## src/rtl/core/burst_fire_heater_supervisor_macros.svh

```systemverilog
// Assertion macros for the burst-fire heater supervisor.
// Each macro expects clk_i and rst_ni in the scope where it is used.
`ifndef BURST_FIRE_HEATER_SUPERVISOR_MACROS_SVH
`define BURST_FIRE_HEATER_SUPERVISOR_MACROS_SVH

// Checks that cons holds in the same cycle as ante.
`define BFHS_ASSERT_SAME(lbl, ante, cons) \
  lbl: assert property (@(posedge clk_i) disable iff (!rst_ni) (ante) |-> (cons)) \
    else $error("BFHS check failed");

// Checks that cons holds in the cycle after ante.
`define BFHS_ASSERT_NEXT(lbl, ante, cons) \
  lbl: assert property (@(posedge clk_i) disable iff (!rst_ni) (ante) |=> (cons)) \
    else $error("BFHS check failed");

`endif

```

## src/rtl/core/bfhs_pkg.sv

```systemverilog
// Shared types and constants of the burst-fire heater supervisor.
// Used by every module of the block.
`default_nettype none

package bfhs_pkg;

  localparam int unsigned CntW = 16;

  localparam logic [7:0] MAX_POWER    = 8'd100;
  localparam logic [7:0] MARGIN_RESET = 8'd10;

  typedef enum logic [1:0] {
    REQ_CROSS    = 2'd0,
    REQ_FEEDBACK = 2'd1,
    REQ_TICK     = 2'd2,
    REQ_POWER    = 2'd3
  } req_e;

  typedef enum logic [1:0] {
    FAULT_NONE  = 2'd0,
    FAULT_PHASE = 2'd1,
    FAULT_OPEN  = 2'd2,
    FAULT_STUCK = 2'd3
  } fault_e;

  typedef struct packed {
    logic [1:0] req_type;
    logic [7:0] power;
  } req_t;

  typedef struct packed {
    logic valid;
    logic ready;
  } hs_t;

endpackage

`default_nettype wire

```

## src/rtl/core/bfhs_req_if.sv

```systemverilog
// Request channel of the heater supervisor: one event item per handshake.
// Standalone; no package dependency.
`default_nettype none

interface bfhs_req_if;
  logic       valid;
  logic       ready;
  logic [1:0] req_type;
  logic [7:0] power;

  modport source(output valid, output req_type, output power, input ready);
  modport sink(input valid, input req_type, input power, output ready);
endinterface

`default_nettype wire

```

## src/rtl/core/bfhs_rsp_if.sv

```systemverilog
// Result channel of the heater supervisor: one result item per event.
// Standalone; no package dependency.
`default_nettype none

interface bfhs_rsp_if;
  logic       valid;
  logic       ready;
  logic       relay_on;
  logic       cycle_end;
  logic [1:0] fault_code;
  logic       fault_new;

  modport source(output valid, output relay_on, output cycle_end, output fault_code,
                 output fault_new, input ready);
  modport sink(input valid, input relay_on, input cycle_end, input fault_code,
               input fault_new, output ready);
endinterface

`default_nettype wire

```

## src/rtl/core/bfhs_cfg_if.sv

```systemverilog
// Configuration write channel carrying the fault margin register.
// Standalone; no package dependency.
`default_nettype none

interface bfhs_cfg_if;
  logic       valid;
  logic       ready;
  logic [7:0] data;

  modport source(output valid, output data, input ready);
  modport sink(input valid, input data, output ready);
endinterface

`default_nettype wire

```

## src/rtl/core/bfhs_in_reg.sv

```systemverilog
// Input register stage that captures one event item per cycle unless the engine stalls it.
// Depends on bfhs_pkg and bfhs_req_if.
`default_nettype none

module bfhs_in_reg (
  input  logic            clk_i,
  input  logic            rst_ni,
  bfhs_req_if.sink        req_i,
  output bfhs_pkg::hs_t   item_hs_o,
  input  logic            item_ready_i,
  output bfhs_pkg::req_t  item_o
);
  import bfhs_pkg::*;

  logic valid_q, valid_d;
  req_t item_q;
  logic accept;

  assign req_i.ready = !valid_q || item_ready_i;
  assign accept      = req_i.valid && req_i.ready;

  always_comb begin
    valid_d = valid_q;
    if (accept) begin
      valid_d = 1'b1;
    end else if (item_ready_i) begin
      valid_d = 1'b0;
    end
  end

  always_ff @(posedge clk_i or negedge rst_ni) begin
    if (!rst_ni) begin
      valid_q <= 1'b0;
    end else begin
      valid_q <= valid_d;
    end
  end

  always_ff @(posedge clk_i) begin
    if (accept) begin
      item_q <= '{req_type: req_i.req_type, power: req_i.power};
    end
  end

  assign item_hs_o = '{valid: valid_q, ready: item_ready_i};
  assign item_o    = item_q;
endmodule

`default_nettype wire

```

## src/rtl/core/bfhs_engine.sv

```systemverilog
// Supervisor state, per-event update logic and the result register.
// Depends on bfhs_pkg, bfhs_rsp_if and bfhs_cfg_if.
`default_nettype none

module bfhs_engine (
  input  logic            clk_i,
  input  logic            rst_ni,
  input  logic            item_valid_i,
  output logic            item_ready_o,
  input  bfhs_pkg::req_t  item_i,
  bfhs_cfg_if.sink        cfg_i,
  bfhs_rsp_if.source      rsp_o
);
  import bfhs_pkg::*;

  logic [7:0]      phase_q, phase_d;
  logic [CntW-1:0] cross_q, cross_d;
  logic [CntW-1:0] off_q, off_d;
  logic [CntW-1:0] fb_q, fb_d;
  logic [7:0]      power_q, power_d;
  logic            relay_q, relay_d;
  fault_e          fault_q, fault_d;
  logic [7:0]      margin_q;

  logic            rsp_valid_q, rsp_valid_d;
  logic            cyc_end, fresh;
  logic            fire;
  logic [CntW-1:0] diff_of, diff_fo;
  logic [CntW-1:0] margin_ext;
  logic            open_hit, stuck_hit;

  logic            relay_on_q, cycle_end_q, fault_new_q;
  logic [1:0]      fault_code_q;

  assign item_ready_o = !rsp_valid_q || rsp_o.ready;
  assign fire         = item_valid_i && item_ready_o;
  assign cfg_i.ready  = 1'b1;

  assign margin_ext = {{(CntW - 8){1'b0}}, margin_q};
  assign diff_of    = off_q - fb_q;
  assign diff_fo    = fb_q - off_q;
  assign open_hit   = !diff_of[CntW-1] && (diff_of > margin_ext);
  assign stuck_hit  = !diff_fo[CntW-1] && (diff_fo > margin_ext);

  always_comb begin
    phase_d = phase_q;
    cross_d = cross_q;
    off_d   = off_q;
    fb_d    = fb_q;
    power_d = power_q;
    relay_d = relay_q;
    fault_d = fault_q;
    cyc_end = 1'b0;
    fresh   = 1'b0;
    if (fault_q == FAULT_NONE) begin
      case (req_e'(item_i.req_type))
        REQ_CROSS: begin
          cross_d = cross_q + 1'b1;
          phase_d = phase_q + 1'b1;
          if (phase_q < power_q) begin
            relay_d = 1'b1;
          end else begin
            relay_d = 1'b0;
            off_d   = off_q + 1'b1;
            if (phase_q >= MAX_POWER) begin
              phase_d = 8'd1;
              cyc_end = 1'b1;
            end
          end
        end
        REQ_FEEDBACK: begin
          fb_d = fb_q + 1'b1;
        end
        REQ_TICK: begin
          if (cross_q == '0) begin
            fault_d = FAULT_PHASE;
            fresh   = 1'b1;
          end else begin
            if (open_hit) begin
              fault_d = FAULT_OPEN;
              fresh   = 1'b1;
            end else if (stuck_hit) begin
              fault_d = FAULT_STUCK;
              fresh   = 1'b1;
            end
            cross_d = '0;
            off_d   = '0;
            fb_d    = '0;
          end
          if (fresh) begin
            power_d = '0;
            relay_d = 1'b0;
          end
        end
        REQ_POWER: begin
          if (item_i.power <= MAX_POWER) begin
            power_d = item_i.power;
          end
        end
        default: begin
          phase_d = phase_q;
        end
      endcase
    end
  end

  always_comb begin
    rsp_valid_d = rsp_valid_q;
    if (fire) begin
      rsp_valid_d = 1'b1;
    end else if (rsp_o.ready) begin
      rsp_valid_d = 1'b0;
    end
  end

  always_ff @(posedge clk_i or negedge rst_ni) begin
    if (!rst_ni) begin
      phase_q     <= '0;
      cross_q     <= '0;
      off_q       <= '0;
      fb_q        <= '0;
      power_q     <= '0;
      relay_q     <= 1'b0;
      fault_q     <= FAULT_NONE;
      margin_q    <= MARGIN_RESET;
      rsp_valid_q <= 1'b0;
    end else begin
      rsp_valid_q <= rsp_valid_d;
      if (cfg_i.valid) begin
        margin_q <= cfg_i.data;
      end
      if (fire) begin
        phase_q <= phase_d;
        cross_q <= cross_d;
        off_q   <= off_d;
        fb_q    <= fb_d;
        power_q <= power_d;
        relay_q <= relay_d;
        fault_q <= fault_d;
      end
    end
  end

  always_ff @(posedge clk_i) begin
    if (fire) begin
      relay_on_q   <= relay_d;
      cycle_end_q  <= cyc_end;
      fault_code_q <= fault_d;
      fault_new_q  <= fresh;
    end
  end

  assign rsp_o.valid      = rsp_valid_q;
  assign rsp_o.relay_on   = relay_on_q;
  assign rsp_o.cycle_end  = cycle_end_q;
  assign rsp_o.fault_code = fault_code_q;
  assign rsp_o.fault_new  = fault_new_q;
endmodule

`default_nettype wire

```

## src/rtl/core/burst_fire_heater_supervisor.sv

```systemverilog
// Top level of the burst-fire heater supervisor.
// Depends on bfhs_pkg, the three channel interfaces, bfhs_in_reg, bfhs_engine
// and burst_fire_heater_supervisor_macros.svh.
//
// Each request item is one event: a mains zero crossing, a relay feedback
// pulse, a supervision tick or a new power level. Every event yields exactly
// one result item with the relay drive, an end-of-period flag and the latched
// fault. The block takes one item per clock while the result channel is ready;
// each item passes the input register, then the state update that writes the
// result register; the counter and fault update paces it. Once a fault is
// latched, the relay stays open and every event is ignored until reset. The
// fault margin register is written via the always-ready configuration channel;
// the user must write it only while no item is in flight; it is not checked.
`default_nettype none

module burst_fire_heater_supervisor (
  input  logic       clk_i,
  input  logic       rst_ni,
  bfhs_req_if.sink   req_i,
  bfhs_cfg_if.sink   cfg_i,
  bfhs_rsp_if.source rsp_o
);
  import bfhs_pkg::*;

  `include "burst_fire_heater_supervisor_macros.svh"

  hs_t  item_hs;
  req_t item;
  logic item_ready;

  bfhs_in_reg u_in_reg (
    .clk_i        (clk_i),
    .rst_ni       (rst_ni),
    .req_i        (req_i),
    .item_hs_o    (item_hs),
    .item_ready_i (item_ready),
    .item_o       (item)
  );

  bfhs_engine u_engine (
    .clk_i        (clk_i),
    .rst_ni       (rst_ni),
    .item_valid_i (item_hs.valid),
    .item_ready_o (item_ready),
    .item_i       (item),
    .cfg_i        (cfg_i),
    .rsp_o        (rsp_o)
  );

  `BFHS_ASSERT_SAME(a_relay_needs_no_fault, rsp_o.valid && rsp_o.relay_on, rsp_o.fault_code == FAULT_NONE)
  `BFHS_ASSERT_SAME(a_new_fault_code, rsp_o.valid && rsp_o.fault_new, rsp_o.fault_code != FAULT_NONE)
  `BFHS_ASSERT_NEXT(a_stalled_item_kept, item_hs.valid && !item_hs.ready, item_hs.valid)

endmodule

`default_nettype wire

```

## src/flat_wrapper.sv

```systemverilog
// flat-port wrapper written by rule: the top's interface ports become plain ports
module burst_fire_heater_supervisor_flat import bfhs_pkg::*;
  (clk_i, rst_ni, req_i_valid, req_i_req_type, req_i_power, req_i_ready, cfg_i_valid, cfg_i_data, cfg_i_ready, rsp_o_valid, rsp_o_relay_on, rsp_o_cycle_end, rsp_o_fault_code, rsp_o_fault_new, rsp_o_ready);
  bfhs_req_if req_i_i ();
  bfhs_cfg_if cfg_i_i ();
  bfhs_rsp_if rsp_o_i ();
  input  logic clk_i;
  input  logic rst_ni;
  input wire logic [$bits(req_i_i.valid)-1:0] req_i_valid;
  input wire logic [$bits(req_i_i.req_type)-1:0] req_i_req_type;
  input wire logic [$bits(req_i_i.power)-1:0] req_i_power;
  output wire logic [$bits(req_i_i.ready)-1:0] req_i_ready;
  input wire logic [$bits(cfg_i_i.valid)-1:0] cfg_i_valid;
  input wire logic [$bits(cfg_i_i.data)-1:0] cfg_i_data;
  output wire logic [$bits(cfg_i_i.ready)-1:0] cfg_i_ready;
  output wire logic [$bits(rsp_o_i.valid)-1:0] rsp_o_valid;
  output wire logic [$bits(rsp_o_i.relay_on)-1:0] rsp_o_relay_on;
  output wire logic [$bits(rsp_o_i.cycle_end)-1:0] rsp_o_cycle_end;
  output wire logic [$bits(rsp_o_i.fault_code)-1:0] rsp_o_fault_code;
  output wire logic [$bits(rsp_o_i.fault_new)-1:0] rsp_o_fault_new;
  input wire logic [$bits(rsp_o_i.ready)-1:0] rsp_o_ready;
  assign req_i_i.valid = req_i_valid;
  assign req_i_i.req_type = req_i_req_type;
  assign req_i_i.power = req_i_power;
  assign req_i_ready = req_i_i.ready;
  assign cfg_i_i.valid = cfg_i_valid;
  assign cfg_i_i.data = cfg_i_data;
  assign cfg_i_ready = cfg_i_i.ready;
  assign rsp_o_valid = rsp_o_i.valid;
  assign rsp_o_relay_on = rsp_o_i.relay_on;
  assign rsp_o_cycle_end = rsp_o_i.cycle_end;
  assign rsp_o_fault_code = rsp_o_i.fault_code;
  assign rsp_o_fault_new = rsp_o_i.fault_new;
  assign rsp_o_i.ready = rsp_o_ready;
  burst_fire_heater_supervisor u_core (.clk_i(clk_i), .rst_ni(rst_ni), .req_i(req_i_i), .cfg_i(cfg_i_i), .rsp_o(rsp_o_i));
endmodule
```

## config.mk

```make
export PLATFORM = sky130hd
export DESIGN_NAME = burst_fire_heater_supervisor_flat
export DESIGN_NICKNAME = d
export VERILOG_FILES = /design/src/rtl/core/bfhs_pkg.sv /design/src/rtl/core/bfhs_req_if.sv /design/src/rtl/core/bfhs_rsp_if.sv /design/src/rtl/core/bfhs_cfg_if.sv /design/src/rtl/core/bfhs_in_reg.sv /design/src/rtl/core/bfhs_engine.sv /design/src/rtl/core/burst_fire_heater_supervisor.sv /design/src/flat_wrapper.sv
export VERILOG_INCLUDE_DIRS = /design/src /design/src/rtl/core
export SDC_FILE = /design/constraint.sdc
export NUM_CORES = 1
export LEC_CHECK = 0
export BUFFER_PORTS_ARGS = -buffer_cell sky130_fd_sc_hd__buf_4
export CELL_PAD_IN_SITES_DETAIL_PLACEMENT = 1
export CELL_PAD_IN_SITES_GLOBAL_PLACEMENT = 1
export CORE_MARGIN = 4
export CORE_UTILIZATION = 48
export CTS_CLUSTER_SIZE = 40
export DETAILED_ROUTE_END_ITERATION = 10
export PLACE_DENSITY_LB_ADDON = 0.12
export SLEW_MARGIN = 20
export SYNTH_ARGS = -nofsm -noshare
export SYNTH_HDL_FRONTEND = slang
export SYNTH_SLANG_ARGS = --single-unit
```

## constraint.sdc

```tcl
create_clock -name clk_i -period 4.4 [get_ports clk_i]
set_input_delay 0.44 -clock clk_i [delete_from_list [all_inputs] [get_ports clk_i]]
set_output_delay 0.44 -clock clk_i [all_outputs]
set_load 0.005 [all_outputs]
```

* Yosys cells after proc, flatten, opt, wreduce, memory -nomap -nowiden *
Cells that the tools add are included.
Widths: inputs -> output; s select.

word-level totals
  output and inout bits = 8
  flip-flop bits (word level) = 92
  word-level logic and storage cells = 90

cells by class
  magnitude comparators = 5
  bitwise gates (word level) = 2
  add/sub/neg operators = 6
  multiplexer cells = 29
  reductions and logical operators = 25
  eq/ne operators = 7

operator list
  cell                   count
  $pmux 16 s2            3
  $add 16x1->16 const B  3
  $gt 16x8->1            2
  $mux 16                2
  $mux 8                 4
  $sub 16x16->16         2
  $logic_not 16->1       1
  $pmux 8 s2             1
  $mux 1                 13
  $mux 2                 5
  $reduce_and 5->1       2
  $reduce_bool 2->1      5
  $add 8x1->8 const B    1
  $ge 8x7->1 const B     1
  $le 8x7->1 const B     1
  $lt 8x8->1             1
  $ne 2x2->1 const B     4
  $reduce_and 4->1       2
  $eq 2x2->1 const B     2
  $logic_and 1x1->1      4
  $logic_not 1->1        4
  $logic_not 2->1        2
  $reduce_and 3->1       1
  $reduce_or 3->1        1
  5 further kinds        7

* Logic depth before layout (Yosys ltp) *
Gate-level depths: netlist of the first run.

  depth after elaboration = 11
  gate-level depth with buffers = 19
  mapped depth without buffers = 18

* Modules after synthesis *
From an unflattened synthesis of the first run, not the netlist that was laid out.

second synthesis, totals
  cells, all modules = 700
  area, all modules = 6356.1 µm²

by module, submodules not included
  module       cells each  sequential area each (µm²)  times used  area an instance (µm²)
  bfhs_engine  684         2054.5                      1           5987.0
  bfhs_in_reg  16          325.3                       1           369.1

* Least setup slack after synthesis of the first run *
Ideal clock, no wire load.

  path type = register to register
  from = register u_core.u_engine.off_q[0]
  to = register u_core.u_engine.fault_code_q[1], in the netlist u_core.u_engine.rsp_o.fault_code[1] (data pin)
  library setup time = 256 ps
  period minus slack after synthesis = 4004 ps
  path slack = 396 ps
  path buffers = 0
  data required time = 4144 ps
  arrival = 3749 ps
  cell stages (with the launch flop) = 18
  cells stage by stage = dfrtp_1 > inv_1 > ha_1 > inv_1 > fa_1 > a21o_1 > a221o_1 > xor2_1 > ha_1 > nand4_1 > nand2b_1 > nand2_1 > o221ai_1 > nor4_1 > o2111ai_1 > o41a_1 > or2_2 > a31o_2

between the ends
  word-level cells in the longest chain between the ends = 8

RTL lines
  item                                            line                text
  start: declaration                              bfhs_engine.sv:18   logic [CntW-1:0] off_q, off_d;
  start signal: assignment                        bfhs_engine.sv:120  off_q <= '0;
  start signal: assignment                        bfhs_engine.sv:135  off_q <= off_d;
  $sub 16x16->16                                  bfhs_engine.sv:41   assign diff_fo = fb_q - off_q;
  $gt 16x8->1 or $logic_not 1->1 (tied branches)  bfhs_engine.sv:43   assign stuck_hit = !diff_fo[CntW-1] && (diff_fo > margin_ext);
  $logic_and 1x1->1                               bfhs_engine.sv:43
  $mux 2                                          bfhs_engine.sv:82   end else if (stuck_hit) begin
  $mux 2 (*)                                      bfhs_engine.sv:79   if (open_hit) begin
  $mux 2 (*)                                      bfhs_engine.sv:75   if (cross_q == '0) begin
  $mux 2 (*)                                      bfhs_engine.sv:56   case (req_e'(item_i.req_type))
  $mux 2 (*)                                      bfhs_engine.sv:55   if (fault_q == FAULT_NONE) begin
  via u_core.u_engine.fault_d[1]                  bfhs_engine.sv:22   fault_e fault_q, fault_d;
  end signal: assignment                          bfhs_engine.sv:148  fault_code_q <= fault_d;
  end: declaration                                bfhs_engine.sv:33   logic [1:0] fault_code_q;

Mark *: on every way through the listed nets, which the timed path passes. The rest lies on a longest branch.
A chain may end at the register's enable or synchronous reset.

* Worst setup path in the final report of the first run *
  from = register u_core.u_engine.off_q[3]
  to = register u_core.u_engine.fault_code_q[1], in the netlist u_core.u_engine.rsp_o.fault_code[1] (data pin)

The elaborated chain is that of the path after synthesis.

==> key figures, run 1 <==
Place
  – Final RePlAce weighted congestion: 0.837
  – Placed inst area: 0.00665 sq mm
  – Dpl cells: 886
  – Number of port buffers: 29
  – DP Wirelength: 12.2 mm
  – Place WS: 83.8 ps

STA
  – Final Skew: 9.00 ps
  – Fmax: 239 MHz
  – Final hold slack: 103 ps
  – Pins over their slew limit: 0
  – Final WS setup: 222 ps
  – Final Cycle Share: 94.9%
  – Setup violators final: 0
  – Final min period: 4180 ps
  – Post-route setup TNS: 0 ps
  – Worst Tran Pin Value: 847 ps
  – Relative slew slack: 43.1%
  – Final Hold Fails: 0

Synth
  – Synth top area cells: dfrtp_1 30%, ha_1 12%, edfxtp_1 7.2%, xnor2_1 4.9%, a21oi_1 3.9%
  – Sequential area share after synthesis: 37.9%
  – Most instantiated cells after synthesis: 75 x dfrtp_1, 62 x inv_1, 61 x nand2_1, 58 x ha_1, 55 x nor2_1
  – Post-Synth Simple-Gate Area: 18.9%
  – Most used DFF post-synth: dfrtp_1
  – Post-Synth Adder-Cell Area: 12.2%
  – Top cell type's share of synthesized area: 29.9%
  – Synth Register Bits: 92
  – Complex-gate fraction of the synthesized area: 16.6%
  – Async set-reset flop share out of synthesis: 83.7%
  – Mean Syn Cell Area: 8.90 sq um
  – Number of flops mapped to enable cells by yosys: 15
  – Post-Synthesis Cells: 705
  – Net Count, Synth: 788
  – Yosys Warn Count: 0
  – Largest area contributor in the netlist: dfrtp_1
  – Distinct cells, synth: 62
  – Most frequent cell after synthesis: dfrtp_1
  – Mux share of post-synthesis cell area: 0.997%
  – Main combinational cell family by area after synthesis: simple AND/OR/NAND/NOR gates
  – Synth Area in XOR/XNOR: 7.68%
  – Post-Syn Area: 0.00628 sq mm

Hold path
  – Min-Delay Path Class: primary input to asynchronous set/reset pin

Layout
  – Sequential cell area: 0.00238 sq mm
  – Layout cell share with drive strength beyond 1: 9.17%
  – Post-route cell area: 0.00698 sq mm
  – Area of the multi-input gates: 0.00357 sq mm
  – Finished Layout Cells: 903
  – Filler Cells Inserted: 1519
  – Nets: 809
  – Area delta synth->final: 11.2%
  – Layout Utilization: 54.8%
  – Ant diodes: 0

Route
  – Total wire length after detailed routing: 16.1 mm
  – Total number of vias: 5190
  – Vias/cell: 5.75
  – Initial drt markers: 272
  – DR WL/cell: 17.9 um
  – Detail Route Antenna Nets: 0
  – DRC Markers: 0
  – Detailed Routing Iterations Pass 1: 4

Worst setup path
  – Crit path launch type: flop
  – CP max FO: 8
  – WS Path Type: flop to flop
  – Nature of the critical path endpoint: flop
  – Worst EP required: 4500 ps
  – CP Data Arrival Time: 4270 ps

Global route
  – Gr ovfl total: 0
  – Largest net degree at the start of global routing: 78
  – First-pass GRT wire length: 27.8 mm
  – Initial antenna violation count: 0
  – Vias in the first global route: 5601
  – Total track usage: 23.1%

Clock tree
  – CTS tree: done
  – CTS max path bufs: 2
  – Clock root cell: clkbuf_16
  – Clock transition at path regs: 60 ps
  – CTS Sinks: 92
  – CTS H-Tree Depth: 3
  – Clk_lat worst skew: 340 ps
  – CTS buffer count: 9

Power
  – VDD IR max: 0.184 mV
  – Power Density: 254 mW/mm^2
  – Power Total: 1.77 mW
  – P_leak: 3.08 nW

Floorplan
  – I/O pin count: 31
  – Die area: 0.0150 sq mm
  – Starting Density: 49.3%
  – Core footprint: 0.0127 sq mm
  – Die H: 122 um
  – Row count: 41
  – Chip Width: 122 um

Status
  – Status: finished clean

Flow run
  – Max-Cap Viols: 0
[cells in the final DEF, fill, tap and decap left out, types with 21 or more instances in the layout]
| master | n |
|---|---|
| buf_4 | 36 |
| xnor2_1 | 35 |
| a21oi_1 | 49 |
| inv_1 | 62 |
| o21ai_0 | 43 |
| dfrtp_1 | 75 |
| nand3_1 | 21 |
| nand2_1 | 61 |
| ha_1 | 57 |
| nor2_1 | 55 |
[routing by layer]
metal | GRT usage (%) | part of all wire (%)
met1 | 29.8 | 44
met2 | 41.3 | 52
met3 | 2.30 | 2.2
met4 | 6.23 | 1.3
met5 | 0 | 0
[power by group]
| part | switching [mW] | internal (mW) |
|---|---|---|
| combinational | 0.0595 | 0.0381 |
| clock | 0.317 | 0.465 |
| sequential | 0.00759 | 0.884 |
[layout make-up]
| cell class | instances | area share, % |
|---|---|---|
| clock buffer | 16 | 4.34 |
| timing repair buffer | 37 | 4.03 |
| tap | 172 | 3.08 |
| inverter | 62 | 3.34 |
| multi-input combinational | 524 | 51.1 |
| sequential | 92 | 34.1 |
[critical path, cell delays in order, from the launching register on]
cell	delay (ps)
dfrtp_1	450
inv_1	110
ha_1	420
a21o_1	220
a21oi_1	150
o21ai_0	160
buf_4	190
xor2_1	140
ha_1	300
a21oi_1	170
o21a_1	120
o21ai_0	70
o21ai_0	130
o211ai_1	150
nor4_2	300
a31oi_2	230
or2_2	380
a31o_2	240
[cell families (layout without fill, tap and decap cells)]
group	after synthesis	in the layout
AOI/OAI and AO/OA	163	163
buffers and inverters	89	115
other	1	1
xor gates and xnor gates	55	55
and+or+nand+nor	239	239
muxes	6	6
DFF	92	92
adders and majority gates	60	60
[state kept, by name, summed over array words and instances, names as in the netlist]
register,cells
u_core.u_engine.cross_q,16
u_core.u_engine.fb_q,16
u_core.u_engine.off_q,16
u_core.u_in_reg.item_o,10
u_core.u_engine.margin_q,8
u_core.u_engine.phase_q,8
u_core.u_engine.power_q,8
u_core.u_engine.fault_q,2
u_core.u_engine.rsp_o.fault_code,2
u_core.u_engine.relay_q,1
u_core.u_engine.rsp_o.cycle_end,1
u_core.u_engine.rsp_o.fault_new,1
u_core.u_engine.rsp_o.relay_on,1
u_core.u_engine.rsp_o.valid,1
u_core.u_in_reg.valid_q,1
[worst paths after layout]
path | from | end | slack, ps | depth (start not counted)
hold / removal | rst_ni | u_core.u_engine.margin_q[7] | 100 | 1
hold reg to reg | u_core.u_in_reg.item_o[1] | u_core.u_engine.power_q[1] | 490 | 1
max in group asynchronous | rst_ni | u_core.u_engine.cross_q[2] | 3740 | 1
setup / recovery | u_core.u_engine.off_q[3] | u_core.u_engine.rsp_o.fault_code[1] | 220 | 17
min in group clk_i | req_i_power[5] | u_core.u_in_reg.item_o[5] | 270 | 1
setup reg to reg | u_core.u_engine.off_q[3] | u_core.u_engine.rsp_o.fault_code[1] | 220 | 17
[what timing repair did]
action | CTS | global route
setup buffers | 0 | 1
gates resized for setup | 0 | 4
hold buffers | 0 | 0
setup endpoints to repair | 0 | 11
Note: power is estimated with default switching activity, not from simulation.
==> run 2, diff against run 1 <==
Settings changed: GPL_TIMING_DRIVEN set to 0, SETUP_SLACK_MARGIN set to 0.3.
==> key figures, run 2 (same netlist as run 1, synthesis figures left out) <==
STA
  – Post-route setup TNS: 0 ps (unchanged)
  – Final Skew: 6.51 ps (-2.49 ps)
  – Relative slew slack: 43.7% (+0.56 points)
  – Worst Tran Pin Value: 835 ps (-12.5 ps)
  – Final Cycle Share: 93.4% (-1.6 points)
  – Pins over their slew limit: 0 (unchanged)
  – Setup violators final: 0 (unchanged)
  – RSZ-0062 raised after global routing: true
  – Final Hold Fails: 0 (unchanged)
  – Final hold slack: 102 ps (-1.44 ps)
  – Fmax: 243 MHz (+1.7%)
  – Final min period: 4110 ps (-70.1 ps)

Worst setup path
  – Crit-path most repeated cell: buf_4
  – Slowest Stage Delay on Critical Path: 470 ps (+20 ps)
  – Crit path launch type: flop
  – R2R Setup Slk: 290 ps (+70 ps)
  – CP delay by family, top: compound AO/OA/AOI/OAI gates
  – CP bufs+invs: 5 (+3)
  – Worst EP required: 4500 ps (about the same)
  – WS Path Type: flop to flop
  – CP cell instances: inv_2 -> ha_4 -> inv_4 -> fa_2 -> a21o_1 -> buf_4 -> a21oi_1 -> xnor2_1 -> ha_1 -> nand4_1 -> buf_4 -> buf_4 -> nor3_1 -> nor4_2 -> o2111ai_2 -> o41a_1 -> or2_4 -> a31o_4
  – CP Data Arrival Time: 4210 ps (-60 ps)
  – Crit path max-delay cell type: o41a_1
  – Nature of the critical path endpoint: flop
  – CP max FO: 4 (-4)

Power
  – Power Total: 1.74 mW (-1.7%)
  – Power Density: 239 mW/mm^2 (-5.9%)
  – Internal Pwr Total: 1.35 mW (-2.3%)
  – Comb power frac: 5.8% (+0.3 points)
  – VDD IR max: 0.221 mV (+20%)
  – Fraction of power consumed by sequential logic: 51.1% (+0.8 points)
  – P_leak: 3.20 nW (+4.1%)
  – Clock Power Share: 43.0% (-1.2 points)
  – Switching part of the total power: 22.2% (+0.52 points)
  – Switching pwr: 0.387 mW (+0.67%)

Clock tree
  – Hold_buf cts: 0 (unchanged)
  – CTS H-Tree Depth: 3 (unchanged)
  – CTS buffer count: 9 (unchanged)
  – CTS Sinks: 92 (unchanged)
  – CTS max path bufs: 2 (unchanged)
  – Clock transition at path regs: 60 ps (about the same)
  – CTS tree: done
  – Clk_lat worst skew: 350 ps (about the same)
  – Clock root cell: clkbuf_16

Floorplan
  – I/O pin count: 31 (unchanged)
  – Starting Density: 49.3% (unchanged)
  – Die H: 122 um (unchanged)
  – Chip Width: 122 um (unchanged)
  – Core footprint: 0.0127 sq mm (unchanged)
  – Die area: 0.0150 sq mm (unchanged)
  – Row count: 41 (unchanged)

Place
  – Number of port buffers: 29 (unchanged)
  – Final RePlAce weighted congestion: 0.877 (+4.7%)
  – DP Wirelength: 12.3 mm (+1.4%)

Global route
  – Initial antenna violation count: 0 (unchanged)
  – Total track usage: 23.9% (+0.81 points)
  – Gr ovfl total: 0 (unchanged)
  – Vias in the first global route: 5718 (+2.1%)
  – Largest net degree at the start of global routing: 78 (unchanged)
  – First-pass GRT wire length: 28.4 mm (+2.2%)

Layout
  – Sequential cell area: 0.00238 sq mm (+0.21%)
  – Commonest non-fill, non-tap cell in the layout: dfrtp_1
  – Ant diodes: 0 (unchanged)
  – Area of the multi-input gates: 0.00369 sq mm (+3.4%)
  – Layout cell share with drive strength beyond 1: 13.4% (+4.3 points)
  – Area delta synth->final: 16.2%
  – Largest registers: u_core.u_engine.cross_q x16, u_core.u_engine.fb_q x16, u_core.u_engine.off_q x16
  – Nets: 845 (+4.4%)
  – Most frequent cells in the layout: 71 x dfrtp_1, 60 x inv_1, 60 x nand2_1
  – Filler Cells Inserted: 1545 (+1.7%)

Route
  – DR WL/cell: 18.1 um (+1.3%)
  – Total number of vias: 5321 (+2.5%)
  – Vias/cell: 5.67 (-1.4%)
  – Total wire length after detailed routing: 17.0 mm (+5.3%)
  – Initial drt markers: 376 (+38%)
  – Detailed Routing Iterations Pass 1: 5 (+1)
  – Detail Route Antenna Nets: 0 (unchanged)
  – DRC Markers: 0 (unchanged)

Flow run
  – Max-Cap Viols: 0 (unchanged)

Hold path
  – Min-Delay Path Class: primary input to asynchronous set/reset pin

Status
  – Status: finished clean
-- run 2: cell count changes in the layout (fill, tap and decap cells not counted), moves of 3 or more --
cell      change
o21ai_2       +3
buf_6         +5
buf_4         +8
clkbuf_1     +17
a21oi_2       +3
o21ai_0       -7
a21oi_1       -3
dfrtp_2       +4
dfrtp_1       -4
buf_1         +4
-- run 2: area by class of cell --
cell class / count / area share, %
Multi-Input combinational cell: 524 / 50.5
Sequential cell: 92 / 32.7
Buffer: 27 / 1.73
Tap cell: 172 / 2.95
Inverter: 62 / 3.23
Timing Repair Buffer: 46 / 4.94
Clock inverter: 1 / 0.103
Clock buffer: 15 / 3.81
-- run 2: what timing repair did --
item,4_1_cts,5_1_grt
pin swaps,17,20
endpoints found under the setup margin,15,15
buffers inserted,14,3
gates resized for setup,27,23
-- run 2: final timing paths --
kind,from,cells after the start,endpoint
worst min register to register,u_core.u_in_reg.item_o[3],1,u_core.u_engine.power_q[3]
max in group asynchronous,rst_ni,1,u_core.u_engine.fb_q[1]
worst max-delay path,u_core.u_engine.off_q[0],18,u_core.u_engine.rsp_o.fault_code[1]
worst min-delay path,rst_ni,1,u_core.u_engine.margin_q[4]
worst max register to register,u_core.u_engine.off_q[0],18,u_core.u_engine.rsp_o.fault_code[1]
min in group clk_i,req_i_req_type[0],1,u_core.u_in_reg.item_o[8]
-- run 2: per-stage QoR --
step | worst slack, ps | util, % | std cells | cell area, sq um
after global placement | -375 | 52.7 | 906 | 6710
after global routing | 143 | 57.3 | 939 | 7290
after floorplan | 396 | - | 705 | 6280
after CTS | 279 | 56.5 | 936 | 7190
after detailed placement | -485 | 52.7 | 906 | 6710
final | 292 | 57.3 | 939 | 7290
-- run 2: per-layer routing --
layer / track usage, % / vias up / part of all wire [%]
met3: 3.13 / 19 / 2.3
met5: 0 / - / 0
met2: 42.2 / 70 / 53
met1: 30.5 / 2656 / 44
li1: - / 2576 / -
met4: 7.35 / 0 / 1.3
-- run 2: power by group through the flow --
stage | Combinational [mW] | Sequential (mW) | Clock, mW
after detailed placement | 0.0988 | 0.907 | 0
after CTS | 0.101 | 0.891 | 0.771
final | 0.102 | 0.891 | 0.749
after floorplan | 0.0457 | 0.905 | 0
after global placement | 0.0936 | 0.906 | 0
after global routing | 0.117 | 0.892 | 0.814
